File: src/rtl/scpt_pkg.sv
package scpt_pkg;

   // Transmit-off bits of the output port.
   localparam logic [15:0] OFF_BITS = 16'h0300;

   // Request opcodes.
   localparam logic [1:0] OP_TICK  = 2'd0;
   localparam logic [1:0] OP_WRITE = 2'd1;
   localparam logic [1:0] OP_START = 2'd2;

   // Register indexes on the csr port.
   localparam logic [1:0] CSR_CODE_LENGTH = 2'd0;
   localparam logic [1:0] CSR_REPEAT      = 2'd1;
   localparam logic [1:0] CSR_CYCLES      = 2'd2;
   localparam logic [1:0] CSR_SYNC        = 2'd3;

   // Sync sources; anything at or above SYNC_NONE skips the wait.
   localparam logic [1:0] SYNC_ATOMIC = 2'd0;
   localparam logic [1:0] SYNC_GPS    = 2'd1;
   localparam logic [1:0] SYNC_NONE   = 2'd2;

   typedef struct packed {
      logic [1:0]  opcode;
      logic [7:0]  table_index;
      logic [15:0] table_word;
      logic        clock_pulse_level;
      logic        gps_pulse_level;
      logic        carrier_level;
   } req_type;

   typedef struct packed {
      logic [15:0] port_value;
      logic        busy_res;
      logic        epoch_mark;
      logic        done_res;
   } rsp_type;

   // Table write and read requests.
   typedef struct packed {
      logic        en;
      logic [7:0]  addr;
      logic [15:0] data;
   } tbl_wr_type;

   typedef struct packed {
      logic        en;
      logic [8:0]  addr;
   } tbl_rd_type;

endpackage

File: src/rtl/scpt_table.sv
module scpt_table
   import scpt_pkg::*;
#(
   parameter int TABLE_DEPTH = 256
) (
   input  logic        clock,
   input  tbl_wr_type  wr,
   input  tbl_rd_type  rd,
   output logic [15:0] rd_data
);

   localparam int AW = $clog2(TABLE_DEPTH);

   logic [15:0] mem [TABLE_DEPTH];
   logic [31:0] wr_idx;
   logic [31:0] rd_idx;
   logic        wr_hit;
   logic        rd_hit;
   logic [15:0] rd_data_ff;
   logic        rd_hit_ff;

   assign wr_idx = 32'(wr.addr);
   assign rd_idx = 32'(rd.addr);
   assign wr_hit = wr_idx < 32'(TABLE_DEPTH);
   assign rd_hit = rd_idx < 32'(TABLE_DEPTH);

   always_ff @(posedge clock) begin
      if (wr.en && wr_hit) begin
         mem[wr_idx[AW-1:0]] <= wr.data;
      end
   end

   // Read data held until the next read; out-of-range reads give zero.
   always_ff @(posedge clock) begin
      if (rd.en) begin
         rd_hit_ff <= rd_hit;
         if (rd_hit) begin
            rd_data_ff <= mem[rd_idx[AW-1:0]];
         end
      end
   end

   assign rd_data = rd_hit_ff ? rd_data_ff : 16'h0000;

endmodule

File: config.mk
export PLATFORM = sky130hd
export DESIGN_NAME = scpt_table
export DESIGN_NICKNAME = d
export VERILOG_FILES = /design/src/rtl/scpt_pkg.sv /design/src/rtl/scpt_table.sv
export SDC_FILE = /design/constraint.sdc
export NUM_CORES = 2
export LEC_CHECK = 0
export ABC_AREA = 1
export BUFFER_PORTS_ARGS = -buffer_cell sky130_fd_sc_hd__clkbuf_2
export CORE_ASPECT_RATIO = 0.6
export CORE_UTILIZATION = 30
export CTS_CLUSTER_DIAMETER = 150
export CTS_CLUSTER_SIZE = 10
export DETAILED_ROUTE_END_ITERATION = 16
export PLACE_DENSITY_LB_ADDON = 0.2
export SLEW_MARGIN = 20
export SYNTH_ARGS = -nofsm -noshare
export SYNTH_HDL_FRONTEND = slang
export SYNTH_SLANG_ARGS = --single-unit
File: constraint.sdc
create_clock -name clock -period 2.1 [get_ports clock]
set_input_delay 0.105 -clock clock [delete_from_list [all_inputs] [get_ports clock]]
set_output_delay 0.105 -clock clock [all_outputs]
set_load 0.01 [all_outputs]
After elaboration in Yosys (flattened, before gate mapping) --
Memories as Yosys holds them, arrays and structs flattened. A register that Yosys moved wholly into a read port is not among the register bits. Index checks and enable logic that the tools add are counted.
Operators by class: add/sub/neg operators 0, $mul 0, divide/modulo/power cells 0, order comparisons 2, equality and inequality tests 0, shift operators 0, multiplexer cells 3, bitwise logic cells 0, reduce and logical (&&, ||, !) cells 2
Operators with widths (number):
- $mux W16 | 1
- $lt A8 B9 Y1 const B | 1
- $lt A9 B9 Y1 const B | 1
- $mux W1 | 2
- $reduce_and A2 Y1 | 1
- $logic_and A1 B1 Y1 | 1
Storage, ports and cells: bits in registers 1, bits in latches 0, memory bits (writable) 4096, ROM bits 0, input bits 36, output and inout bits 16, logic and storage cells 9, memories 1
Memories:
- mem | words 256, bits a word 16, read ports 1, clocked after Yosys merged registers in 1, write ports 1, line scpt_table.sv:14 | logic [15:0] mem [TABLE_DEPTH];

Logic depth before layout (Yosys ltp) --
depth after elaboration 4, mapped depth 15, depth with buffers taken out 11

Worst setup path before layout --
Ideal clock, no wire load.
path kind input to register, start point input wr[24] (netlist bit), end point memory mem[164][0] (enable), setup time 388 ps, data arrival time 1557 ps, required time 1712 ps, setup slack 155 ps, cell stages on the path 4, path buffers 2, path through clkbuf_1 nand3_1 clkbuf_1 nor2_1
On the way: longest elaborated chain between the ends 3
RTL lines:
- from (decl) | line scpt_table.sv:7 | input tbl_wr_type wr,
- $logic_and A1 B1 Y1 | line scpt_table.sv:28 | if (wr.en && wr_hit) begin
- $mux W1 | line scpt_table.sv:28
- $mux W1 (implied by the code) | line scpt_table.sv:29 | mem[wr_idx[AW-1:0]] <= wr.data;
- to (decl) | line scpt_table.sv:14
Every way passes these cells.

==> flow_summary_export.csv <==
group,metric,value,unit
sta,tightest_slew,0.732,ns
final_layout,final_common_cell,"nand2_1",
placement,gp_congestion,0.852,
global_routing,grtUsageTotal,20.6,%
cts,clock_path_buffers,4,
die,initial_core_util,30.1,%
global_routing,grt_pass1_vias,104033,
outcome,violations,"negative setup slack",
cts,cts_tree,"built",
placement,dpl.hpwl,381,mm
setup_path,crit_type,"reg -> reg",
pwr,power_frac_seq,51.9,%
drt,drc,0,
global_routing,grt_pass1_wl,830,mm
die,dieArea,556000,µm²
placement,placed_cell_area,188000,µm²
cts,cts_sinks,4113,
cts,insertion_delay,0.98,ns
pwr,power.leakage,70.5,nW
synthesis,synth_mux_area_share,0,%
sta,fin_crit_sh,101,%
synthesis,synthAdderAreaFrac,0,%
synthesis,synth_top_family_by_area,"simple AND/OR/NAND/NOR gates",
pwr,ir_worst_vdd,729,µV
drt,vias,112745,
outcome,status,"finished with violations",
worst_hold_path,hold_class,"in -> reg",
drt,drt_pre_antenna_iters,6,
pwr,powerDensity,869,nW/µm²
setup_path,cp_max_fo,1,
die,rows,211,
cts,cts_made_buffers,449,
sta,finalClockSkew,0.0511,ns
global_routing,grt_max_degree,80,
sta,timing.fmax,0.469,GHz
sta,hold_viol_final,0,
pwr,intPower,133,mW
drt,wirelength,591,mm
sta,slew_viol_final,0,
global_routing,antenna_found_initial,45,
final_layout,mostFrequentLayoutCells,"nand2_1 (4195), edfxtp_1 (4113), nand3_1 (3947), buf_4 (898), buf_12 (528)",
die,die_y,578,µm
drt,viasPerCell,5.11,
setup_path,critical_path_required,2.82,ns
final_layout,drive_gt1_share,14.7,%
setup_path,critPathCaptureType,"flip-flop",
synthesis,synth_compound_area_share,0,%
final_layout,stdcell_area,201000,µm²
sta,period_minus_slack,2.13,ns
synthesis,yosysUniqueCellTypes,13,
pwr,combPwrFrac,8.0,%
pwr,p_switching,41.6,mW
placement,portBuffers,51,
sta,setup_slack,-0.0301,ns
setup_path,start_kind,"flip-flop",
die,io-pin-count,52,
final_layout,nets,14711,
sta,holdWs,0.0832,ns
sta,rsz0062_at_grt,"yes",
pwr,power.clock.fraction,40.0,%
sta,slew_headroom,51.2,%
synthesis,syn_inst,13655,
final_layout,syn2layout_area_growth,21.1,%
synthesis,synth_area_per_cell,12.1,µm²
drt,ant_nets,0,
synthesis,synthesis.nets,13691,
pwr,swShare,23.9,%
synthesis,ys_ff_latch,4113,
synthesis,synth_xor_area_share,0,%
sta,setup_viol,2,
synthesis,synth-simple-area-share,22.4,%
placement,place_ws,-1.07,ns
cts,clk_pin_slew,0.06,ns
cts,ctsHtreeMaxLevel,5,
synthesis,netlist_area,166000,µm²
pwr,total_power,174,mW
drt,drtIter0Drc,15254,
die,die_w,962,µm
run,max-cap-violations,0,
drt,drt-wirelength-per-cell,26.8,µm
final_layout,fillers,53291,
die,coreArea,550000,µm²
synthesis,synth_sequential_area_ratio,74.5,%
global_routing,grt-ovfl-total,0,
sta,tns,-0.0311,ns
cts,root_buffer,"clkbuf_16",
synthesis,yosysWarnings,0,
setup_path,cp.arrival,2.85,ns
-- sequential cells by signal, indices dropped and copies added (netlist names) --
register / count
rd_hit_ff: 1
mem: 4096
rd_data_ff: 16
-- logic make-up after synthesis --
family	count (synthesis)
buf+inv	996
flops	4113
simple gates	8546
-- critical path, stage by stage, from the launching register on --
cell and delay (ns):
edfxtp_1 0.39, nand2_1 0.08, nand3_1 0.07, nand3_1 0.23, nand3_1 0.13, nand3_2 0.18, buf_12 0.12, nand3_1 0.21
nand3_1 0.26, nand2_1 0.07, nand2_1 0.06, nand2_1 0.06
-- power by group through the flow --
| stage | Clock (mW) | Combinational [mW] | Sequential [mW] |
|---|---|---|---|
| after floorplan | 0 | 5.58 | 92.3 |
| after global placement | 0 | 13.7 | 92.3 |
| after detailed placement | 0 | 13.6 | 92.3 |
| after CTS | 71.0 | 13.8 | 90.6 |
| after global routing | 74.0 | 14.9 | 90.6 |
| final | 69.8 | 14.0 | 90.6 |
-- cell usage after synthesis --
master / instances / area [µm²]
buf_6: 36 / 405
inv_4: 2 / 12.5
nand2_1: 4227 / 15900
nand3_1: 4035 / 20200
nor2_1: 284 / 1070
buf_1: 72 / 270
inv_2: 2 / 7.51
clkbuf_1: 195 / 732
edfxtp_1: 4113 / 124000
buf_8: 1 / 15.0
buf_4: 148 / 1110
buf_2: 487 / 2440
inv_1: 53 / 199
-- timing repair --
action	4_1_cts	5_1_grt
setup endpoints to repair	26	68
setup buffers	4	0
endpoints found under the hold margin	4098	0
hold buffers	26	0
pin swaps	0	3
resized for setup	61	83
gates cloned	0	1
-- routing by layer --
| layer | vias up | global-route usage [%] | routed length (µm) |
|---|---|---|---|
| met5 | - | 0 | 27 |
| met4 | 4 | 3.19 | 9280 |
| met3 | 600 | 5.19 | 60900 |
| met2 | 4839 | 27.5 | 231000 |
| met1 | 56676 | 33.6 | 290000 |
| li1 | 50626 | - | - |
-- through the flow --
step / instances / utilization [%]
floorplan: 13655 / -
global placement: 21541 / 34.2
detailed placement: 21541 / 34.2
CTS: 22048 / 36.4
global route: 22049 / 36.5
finish: 22057 / 36.5
-- path summary, 6_finish.rpt --
path | cells after the start | to | start | slack, ns
worst max-delay path | 11 | rd_data_ff[10]$_DFFE_PP_ | mem[141][10]$_DFFE_PP_ | -0.03
worst max register to register | 11 | rd_data_ff[10]$_DFFE_PP_ | mem[141][10]$_DFFE_PP_ | -0.03
worst min-delay path | 2 | mem[142][12]$_DFFE_PP_ | wr[12] | 0.08
worst min register to register | 10 | rd_data_ff[14]$_DFFE_PP_ | mem[190][14]$_DFFE_PP_ | 1.08
-- layout make-up --
type	count	area [µm²]	share of cell area, %
Clock inverter	20	308	0.153
Inverter	57	268	0.133
Multi-Input combinational cell	8546	38000	18.9
Sequential cell	4113	124000	61.5
Antenna cell	8	20.0	0.00997
Clock buffer	457	11400	5.69
Tap cell	7348	9190	4.58
Timing Repair Buffer	1508	18100	9.02
(Power assumes the default switching activity.)
